**src/sv/sb2d_pkg.sv**
```systemverilog
// Package for the signed binary to decimal ASCII converter.
// Character codes, the converter-to-emitter status word and digit sizing.
// No dependencies.
package sb2d_pkg;

    localparam int DIGIT_W = 4;
    localparam logic [7:0] CHAR_ZERO  = 8'd48;
    localparam logic [7:0] CHAR_MINUS = 8'd45;
    localparam logic [DIGIT_W-1:0] DIGIT_NINE = 4'd9;

    // status word from the converter to the character emitter
    typedef struct packed {
        logic valid;     // BCD result held and waiting
        logic negative;  // input was below zero
    } t_conv_status;

    // decimal digits needed for the magnitude 2^(bits-1); log10(2) ~ 0.30103
    function automatic int digits_for(input int bits);
        return ((bits - 1) * 30103) / 100000 + 1;
    endfunction

endpackage

```
**src/sv/sb2d_if.sv**
```systemverilog
// Valid/ready channel interfaces for the converter's input and output words.
// Depends on nothing; used by the top level and its submodules.
interface sb2d_in_if #(
    parameter int VALUE_BITS = 32
);
    logic                         valid;
    logic                         ready;
    logic signed [VALUE_BITS-1:0] value;

    modport source (output valid, output value, input ready);
    modport sink   (input valid, input value, output ready);
endinterface

interface sb2d_out_if;
    logic       valid;
    logic       ready;
    logic [7:0] character;
    logic       last_char;

    modport source (output valid, output character, output last_char, input ready);
    modport sink   (input valid, input character, input last_char, output ready);
endinterface

```
**src/sv/sb2d_dabble.sv**
```systemverilog
// Bit-serial binary to BCD converter (shift and add-3), one input bit per cycle.
// Depends on sb2d_pkg and sb2d_in_if; hands its result to sb2d_emit.
module sb2d_dabble
    import sb2d_pkg::*;
#(
    parameter int VALUE_BITS = 32
) (
    input  logic                        i_clk,
    input  logic                        i_rst_n,
    sb2d_in_if.sink                     i_in,
    output t_conv_status                o_status,
    output logic [digits_for(VALUE_BITS)*DIGIT_W-1:0] o_bcd,
    input  logic                        i_take
);

    localparam int NDIG  = digits_for(VALUE_BITS);
    localparam int BCD_W = NDIG * DIGIT_W;
    localparam int CNT_W = $clog2(VALUE_BITS);

    typedef enum logic [1:0] {
        S_IDLE,
        S_SHIFT,
        S_DONE
    } t_state;

    t_state                r_state;
    logic                  r_neg;
    logic [VALUE_BITS-1:0] r_bin;
    logic [BCD_W-1:0]      r_bcd;
    logic [CNT_W-1:0]      r_cnt;

    logic [VALUE_BITS-1:0] n_raw;
    logic [VALUE_BITS-1:0] n_mag;
    logic [BCD_W-1:0]      n_adj;

    assign n_raw = i_in.value;
    assign n_mag = n_raw[VALUE_BITS-1] ? (VALUE_BITS'(0) - n_raw) : n_raw;

    // add 3 to every digit at 5 or above before the shift
    always_comb begin
        for (int d = 0; d < NDIG; d++) begin
            if (r_bcd[d*DIGIT_W +: DIGIT_W] >= DIGIT_W'(5)) begin
                n_adj[d*DIGIT_W +: DIGIT_W] = r_bcd[d*DIGIT_W +: DIGIT_W] + DIGIT_W'(3);
            end else begin
                n_adj[d*DIGIT_W +: DIGIT_W] = r_bcd[d*DIGIT_W +: DIGIT_W];
            end
        end
    end

    assign i_in.ready        = (r_state == S_IDLE);
    assign o_status.valid    = (r_state == S_DONE);
    assign o_status.negative = r_neg;
    assign o_bcd             = r_bcd;

    always_ff @(posedge i_clk) begin
        if (!i_rst_n) begin
            r_state <= S_IDLE;
            r_cnt   <= '0;
        end else begin
            unique case (r_state)
                S_IDLE: begin
                    if (i_in.valid) begin
                        r_neg   <= n_raw[VALUE_BITS-1];
                        r_bin   <= n_mag;
                        r_bcd   <= '0;
                        r_cnt   <= '0;
                        r_state <= S_SHIFT;
                    end
                end
                S_SHIFT: begin
                    r_bcd <= {n_adj[BCD_W-2:0], r_bin[VALUE_BITS-1]};
                    r_bin <= {r_bin[VALUE_BITS-2:0], 1'b0};
                    r_cnt <= r_cnt + CNT_W'(1);
                    if (r_cnt == CNT_W'(VALUE_BITS - 1)) begin
                        r_state <= S_DONE;
                    end
                end
                S_DONE: begin
                    if (i_take) begin
                        r_state <= S_IDLE;
                    end
                end
                default: r_state <= S_IDLE;
            endcase
        end
    end

    a_start_clean: assert property (@(posedge i_clk) disable iff (!i_rst_n)
        (i_in.valid && i_in.ready) |=> (r_state == S_SHIFT && r_cnt == '0 && r_bcd == '0))
        else $error("conversion did not start from a cleared accumulator");

    a_cnt_range: assert property (@(posedge i_clk) disable iff (!i_rst_n)
        (r_state == S_SHIFT) |-> (r_cnt <= CNT_W'(VALUE_BITS - 1)))
        else $error("bit counter ran past the word width");

    a_take_only_done: assert property (@(posedge i_clk) disable iff (!i_rst_n)
        (r_state == S_DONE && !i_take) |=> (r_state == S_DONE && $stable(r_bcd)))
        else $error("BCD result changed before the emitter took it");

    a_top_digit: assert property (@(posedge i_clk) disable iff (!i_rst_n)
        (r_state == S_DONE) |-> (r_bcd[BCD_W-1 -: DIGIT_W] <= DIGIT_NINE))
        else $error("leading BCD digit out of range");

endmodule

```
**src/sv/sb2d_emit.sv**
```systemverilog
// Character emitter: drops leading zeros one digit per cycle, then sends the
// sign and the digits one word per cycle while the sink accepts them. Depends on sb2d_pkg and sb2d_out_if.
module sb2d_emit
    import sb2d_pkg::*;
#(
    parameter int VALUE_BITS = 32
) (
    input  logic                        i_clk,
    input  logic                        i_rst_n,
    input  t_conv_status                i_status,
    input  logic [digits_for(VALUE_BITS)*DIGIT_W-1:0] i_bcd,
    output logic                        o_take,
    sb2d_out_if.source                  o_out
);

    localparam int NDIG   = digits_for(VALUE_BITS);
    localparam int BCD_W  = NDIG * DIGIT_W;
    localparam int LEFT_W = $clog2(NDIG + 1);

    typedef enum logic [1:0] {
        S_IDLE,
        S_STRIP,
        S_EMIT
    } t_state;

    t_state             r_state;
    logic [BCD_W-1:0]   r_digits;
    logic [LEFT_W-1:0]  r_left;
    logic               r_sign;
    logic               r_out_valid;
    logic [7:0]         r_char;
    logic               r_last;

    logic [DIGIT_W-1:0] n_top;
    logic               n_free;
    logic               n_send;

    assign n_top  = r_digits[BCD_W-1 -: DIGIT_W];
    assign n_free = !r_out_valid || o_out.ready;
    assign n_send = (r_state == S_EMIT) && n_free;
    assign o_take = (r_state == S_IDLE) && i_status.valid;

    assign o_out.valid     = r_out_valid;
    assign o_out.character = r_char;
    assign o_out.last_char = r_last;

    always_ff @(posedge i_clk) begin
        if (!i_rst_n) begin
            r_state     <= S_IDLE;
            r_out_valid <= 1'b0;
        end else begin
            if (o_out.ready && !n_send) begin
                r_out_valid <= 1'b0;
            end
            unique case (r_state)
                S_IDLE: begin
                    if (i_status.valid) begin
                        r_digits <= i_bcd;
                        r_sign   <= i_status.negative;
                        r_left   <= LEFT_W'(NDIG);
                        r_state  <= S_STRIP;
                    end
                end
                S_STRIP: begin
                    // keep at least one digit so zero prints as '0'
                    if (n_top == '0 && r_left != LEFT_W'(1)) begin
                        r_digits <= {r_digits[BCD_W-DIGIT_W-1:0], {DIGIT_W{1'b0}}};
                        r_left   <= r_left - LEFT_W'(1);
                    end else begin
                        r_state <= S_EMIT;
                    end
                end
                S_EMIT: begin
                    if (n_free) begin
                        r_out_valid <= 1'b1;
                        if (r_sign) begin
                            r_char <= CHAR_MINUS;
                            r_last <= 1'b0;
                            r_sign <= 1'b0;
                        end else begin
                            r_char   <= CHAR_ZERO + {4'b0, n_top};
                            r_last   <= (r_left == LEFT_W'(1));
                            r_digits <= {r_digits[BCD_W-DIGIT_W-1:0], {DIGIT_W{1'b0}}};
                            r_left   <= r_left - LEFT_W'(1);
                            if (r_left == LEFT_W'(1)) begin
                                r_state <= S_IDLE;
                            end
                        end
                    end
                end
                default: r_state <= S_IDLE;
            endcase
        end
    end

    a_left_nonzero: assert property (@(posedge i_clk) disable iff (!i_rst_n)
        (r_state == S_STRIP || r_state == S_EMIT) |-> (r_left != '0))
        else $error("digit count reached zero inside a run");

    a_minus_not_last: assert property (@(posedge i_clk) disable iff (!i_rst_n)
        (r_out_valid && r_char == CHAR_MINUS) |-> !r_last)
        else $error("sign word flagged as last");

    a_digit_code: assert property (@(posedge i_clk) disable iff (!i_rst_n)
        (r_out_valid && r_char != CHAR_MINUS) |->
            (r_char >= CHAR_ZERO && r_char <= CHAR_ZERO + 8'd9))
        else $error("digit word outside '0'..'9'");

    a_last_ends_run: assert property (@(posedge i_clk) disable iff (!i_rst_n)
        (r_state == S_EMIT && n_free && !r_sign && r_left == LEFT_W'(1)) |=>
            (r_state == S_IDLE && r_last))
        else $error("final digit not flagged as last");

endmodule

```
**src/sv/signed_binary_to_decimal_ascii.sv**
```systemverilog
// Signed binary to decimal ASCII: bit-serial BCD conversion, then one word per char.
// The converter accepts a new number once the emitter has taken its last result, so
// the shift-and-add-3 loop, one bit per cycle, works on the next number's bits while
// the emitter sends the previous number's characters.
// Reset (synchronous, active low) returns both controllers to idle, no word pending.
// Depends on sb2d_pkg, sb2d_if, sb2d_dabble and sb2d_emit.
module signed_binary_to_decimal_ascii
    import sb2d_pkg::*;
#(
    parameter int VALUE_BITS = 32
) (
    input  logic        i_clk,
    input  logic        i_rst_n,
    sb2d_in_if.sink     i_in,
    sb2d_out_if.source  o_out
);

    localparam int BCD_W = digits_for(VALUE_BITS) * DIGIT_W;

    t_conv_status     w_status;
    logic [BCD_W-1:0] w_bcd;
    logic             w_take;

    sb2d_dabble #(
        .VALUE_BITS (VALUE_BITS)
    ) u_dabble (
        .i_clk    (i_clk),
        .i_rst_n  (i_rst_n),
        .i_in     (i_in),
        .o_status (w_status),
        .o_bcd    (w_bcd),
        .i_take   (w_take)
    );

    sb2d_emit #(
        .VALUE_BITS (VALUE_BITS)
    ) u_emit (
        .i_clk    (i_clk),
        .i_rst_n  (i_rst_n),
        .i_status (w_status),
        .i_bcd    (w_bcd),
        .o_take   (w_take),
        .o_out    (o_out)
    );

endmodule
```
**src/flat_wrapper.sv**
```systemverilog
// flat-port wrapper written by rule: the top's interface ports become plain ports
module signed_binary_to_decimal_ascii_flat import sb2d_pkg::*;
#(
    parameter int VALUE_BITS = 32
)
  (i_clk, i_rst_n, i_in_valid, i_in_value, i_in_ready, o_out_valid, o_out_character, o_out_last_char, o_out_ready);
  sb2d_in_if #(.VALUE_BITS(VALUE_BITS)) i_in_i ();
  sb2d_out_if o_out_i ();
  input  logic i_clk;
  input  logic i_rst_n;
  input wire logic [$bits(i_in_i.valid)-1:0] i_in_valid;
  input wire logic [$bits(i_in_i.value)-1:0] i_in_value;
  output wire logic [$bits(i_in_i.ready)-1:0] i_in_ready;
  output wire logic [$bits(o_out_i.valid)-1:0] o_out_valid;
  output wire logic [$bits(o_out_i.character)-1:0] o_out_character;
  output wire logic [$bits(o_out_i.last_char)-1:0] o_out_last_char;
  input wire logic [$bits(o_out_i.ready)-1:0] o_out_ready;
  assign i_in_i.valid = i_in_valid;
  assign i_in_i.value = i_in_value;
  assign i_in_ready = i_in_i.ready;
  assign o_out_valid = o_out_i.valid;
  assign o_out_character = o_out_i.character;
  assign o_out_last_char = o_out_i.last_char;
  assign o_out_i.ready = o_out_ready;
  signed_binary_to_decimal_ascii #(.VALUE_BITS(VALUE_BITS)) u_core (.i_clk(i_clk), .i_rst_n(i_rst_n), .i_in(i_in_i), .o_out(o_out_i));
endmodule
```
**config.mk**
```make
export PLATFORM = sky130hd
export DESIGN_NAME = signed_binary_to_decimal_ascii_flat
export DESIGN_NICKNAME = d
export VERILOG_FILES = /design/src/sv/sb2d_pkg.sv /design/src/sv/sb2d_if.sv /design/src/sv/sb2d_dabble.sv /design/src/sv/sb2d_emit.sv /design/src/sv/signed_binary_to_decimal_ascii.sv /design/src/flat_wrapper.sv
export SDC_FILE = /design/constraint.sdc
export NUM_CORES = 1
export LEC_CHECK = 0
export ABC_CLOCK_PERIOD_IN_PS = 4300
export BUFFER_PORTS_ARGS = -buffer_cell sky130_fd_sc_hd__clkbuf_2
export CAP_MARGIN = 10
export CORE_MARGIN = 4
export CORE_UTILIZATION = 55
export CTS_CLUSTER_DIAMETER = 100
export DETAILED_ROUTE_END_ITERATION = 8
export GPL_ROUTABILITY_DRIVEN = 0
export PLACE_DENSITY = 0.76
export SETUP_SLACK_MARGIN = 0.4
export SLEW_MARGIN = 15
export SYNTH_ARGS = -nofsm -noshare
export SYNTH_HDL_FRONTEND = slang
export SYNTH_SLANG_ARGS = --single-unit
```
**constraint.sdc**
```tcl
create_clock -name i_clk -period 4.3 [get_ports i_clk]
set_input_delay 0.215 -clock i_clk [delete_from_list [all_inputs] [get_ports i_clk]]
set_output_delay 0.215 -clock i_clk [all_outputs]
set_load 0.01 [all_outputs]
```
==> summary.md <==
| Metric | Value |
|---|---|
| Outcome | `finished, final reports clean` |
| First-pass GRT wire length | `21500 um` |
| Tcrit/Tclk final | `50.4%` |
| Synthesis-to-layout area growth | `13.7%` |
| Ys Warns | `0` |
| DRT Wirelength | `12700 um` |
| Max Used Layer | `met4` |
| Largest net degree at the start of global routing | `73` |
| Fillers | `944` |
| Chip height | `120 um` |
| Total CTS buffers | `17` |
| Cells along the critical path | `nor4_1 -> a31oi_1 -> a211oi_4 -> buf_4` |
| Power Dens Cells | `463 nW/um2` |
| Final hold violation count | `0` |
| Starting Density | `56.7%` |
| Root buffer cell | `clkbuf_16` |
| Syn Area/Cell | `10.9 um2` |
| Cell taking the most area after synthesis | `edfxtp_1` |
| Core footprint | `12200 um2` |
| Synthesized netlist cell count | `631` |
| Type of origin of the critical path | `flip-flop` |
| N_diodes | `0` |
| Worst-Margin Slew | `0.994 ns` |
| Number of hold buffers added after CTS | `0` |
| Slew HR | `33.7%` |
| Post-synthesis cell type count | `42` |
| Async S/R FF share, synth | `0%` |
| Initial antenna violation count | `0` |
| CP max FO | `44` |
| Unrepaired setup endpoints after global routing | `false` |
| Gates resized, CTS repair | `0` |
| Port bufs | `43` |
| Setup TNS Final | `0 ns` |
| CTS clk-pin slew, worst paths | `0.05 ns` |
| Routed length per placed instance | `14.9 um` |
| Metal2 WL | `6420 um` |
| Share of layout cells above drive strength 1 | `16.6%` |
| Avg Vias per Cell | `5.45` |
| Met3 routed WL | `508 um` |
| Synth top area share | `54.0%` |
| #FFs+latches synth | `134` |
| # DRC | `0` |
| Die area | `14400 um2` |
| WP buf/inv | `1` |
| Synth top cells by count | `124 x edfxtp_1, 77 x nor2_1, 72 x nand2_1, 57 x o21ai_0, 44 x a21oi_1` |
| Hold Path Class | `in2reg` |
| Metal-1 WL | `5610 um` |
| EDFF count, synth | `124` |
| DR pass1 iterations | `4` |
| Die Width | `120 um` |
| Pleak | `0.00286 uW` |
| Overflow after GRT | `0` |
| Fmax | `462 MHz` |
| Clock tree sinks | `134` |
| HPWL after DPL | `8270 um` |
| Worst EP arrival | `2.22 ns` |
| Max incr delay on CP | `0.48 ns` |
| Cell Area, Synth | `6890 um2` |
| Clock Latency Late Sink | `0.42 ns` |
| Worst VDD drop | `0.257 mV` |
| Post-layout net count | `736` |
| Most common cell in the netlist | `edfxtp_1` |
| CP Capture Type | `flip-flop` |
| Top delay family on crit path | `buffers and inverters` |
| Io pins | `47` |
| Synth area leaders | `edfxtp_1 54%, ha_1 5.1%, xor2_1 4.4%` |
| Top FF cell, synth | `edfxtp_1` |
| Clock period minus worst slack | `2.17 ns` |
| Worst Path Required | `4.36 ns` |
| Setup Skew | `0.00760 ns` |
| Maximum clock path buffer count | `2` |
| Htree depth | `4` |
| Setup Buffers After CTS | `0` |
| # rows | `40` |
| Crit Path Class | `reg2reg` |
| Fraction of the yosys area taken by sequential cells | `56.9%` |
| CTS tree | `yes` |
| Routed Antenna Nets | `0` |
| Finished Core Util | `64.4%` |
| # setup viols final | `0` |
| Slowest cell on the critical path | `buf_4` |
| Total global-route track usage | `18.9%` |
| Max Slew Vio Count | `0` |
| Max-cap viol count | `0` |
| DRT iter0 DRCs | `268` |
| Vias | `4650` |
| Vias in the first global route | `4579` |
## worst paths after layout
| path | startpoint | endpoint | cells past startpoint | slack [ns] |
|---|---|---|---|---|
| hold reg to reg | u_core.u_emit.r_state[1] | u_core.u_emit.r_state[1] | 2 | 0.50 |
| setup reg to reg | u_core.u_emit.r_digits[37] | u_core.u_emit.r_digits[5] | 4 | 2.13 |
| setup / recovery | u_core.u_emit.r_digits[37] | u_core.u_emit.r_digits[5] | 4 | 2.13 |
| hold / removal | o_out_ready | u_core.u_emit.o_out.valid | 4 | 0.14 |
## per-stage QoR
step	cell area (um2)	hold WS (ns)	worst slack (ns)	std cells	power, uW
2_1_floorplan	6900	0.314	1.09	632	2110
3_3_place_gp	7270	0.483	2.24	821	2230
3_5_place_dp	7270	0.495	2.13	821	2260
4_1_cts	7840	0.117	2.13	853	3660
5_1_grt	7840	0.142	1.96	853	3800
6_report	7840	0.136	2.13	853	3630
## metal layers
metal  up-vias  global-route usage (%)
met5         -                       0
met4         0                    7.95
met3        19                    5.14
met2        99                    31.4
met1      2213                    23.3
li1       2319                       -
## sequential cells by signal (all words and copies together), names as in the netlist
| signal | flops |
|---|---|
| u_core.u_dabble.r_cnt | 5 |
| u_core.u_dabble.r_state | 2 |
| u_core.u_emit.r_left | 4 |
| u_core.u_emit.r_state | 2 |
| u_core.u_emit.o_out.valid | 1 |
| u_core.u_emit.o_out.character | 5 |
| u_core.u_dabble.r_neg | 1 |
| u_core.u_emit.r_digits | 40 |
| u_core.u_dabble.o_bcd | 40 |
| u_core.u_emit.r_sign | 1 |
| u_core.u_dabble.r_bin | 32 |
| u_core.u_emit.o_out.last_char | 1 |
## cells in the final DEF (no fill, tap or decap), drive strengths merged, types with 2 or more instances in the layout
cell type | netlist | routed
clkbuf | 23 | 61
or4 | 2 | 2
and3 | 2 | 2
inv | 28 | 29
nand3 | 5 | 5
bufinv | 0 | 2
o31ai | 8 | 8
nor2b | 7 | 7
or3 | 3 | 3
a22oi | 5 | 5
a31oi | 3 | 3
nor3 | 16 | 16
nor2 | 77 | 77
clkinv | 1 | 7
mux2 | 19 | 19
o21ai | 57 | 57
nand2 | 72 | 72
nand2b | 12 | 12
buf | 3 | 4
clkinvlp | 0 | 5
and2 | 2 | 2
conb | 2 | 3
dfxtp | 10 | 10
a21oi | 44 | 44
edfxtp | 124 | 124
o41ai | 8 | 8
a211oi | 2 | 2
nand4 | 5 | 5
xor2 | 35 | 35
ha | 28 | 28
or2 | 3 | 3
nor4 | 5 | 5
xnor2 | 15 | 15
## kinds of logic after synthesis
| kind of cell | synth area share, % |
|---|---|
| AO/OA/AOI/OAI | 10.8 |
| XOR/XNOR | 6.35 |
| adder cells (fa/ha/maj) | 5.08 |
| buffers and inverters | 3.16 |
| flip-flops | 56.9 |
| multiplexers | 3.25 |
| other | 0.109 |
| AND/OR/NAND/NOR | 14.4 |
## area by class of cell
class | count | area [um2] | share of cell area [%]
Tap cell | 168 | 210 | 2.68
Timing Repair Buffer | 47 | 245 | 3.13
Multi-Input combinational cell | 443 | 2780 | 35.5
Sequential cell | 134 | 3920 | 50.1
Clock buffer | 18 | 429 | 5.48
Inverter | 29 | 109 | 1.39
Clock inverter | 14 | 135 | 1.72
## power by group
group          switching (uW)  total, uW  internal (uW)
sequential               58.9       1670           1610
combinational             343        560            217
clock                     549       1390            845
total                     951       3630           2670
## worst register-to-register path, delay by kind of cell (launching register included)
family / cells / cell delay (ns)
simple gates: 1 / 0.46
flops: 1 / 0.40
buf+inv: 1 / 0.48
compound gates: 2 / 0.44
(Power assumes the default switching activity.)
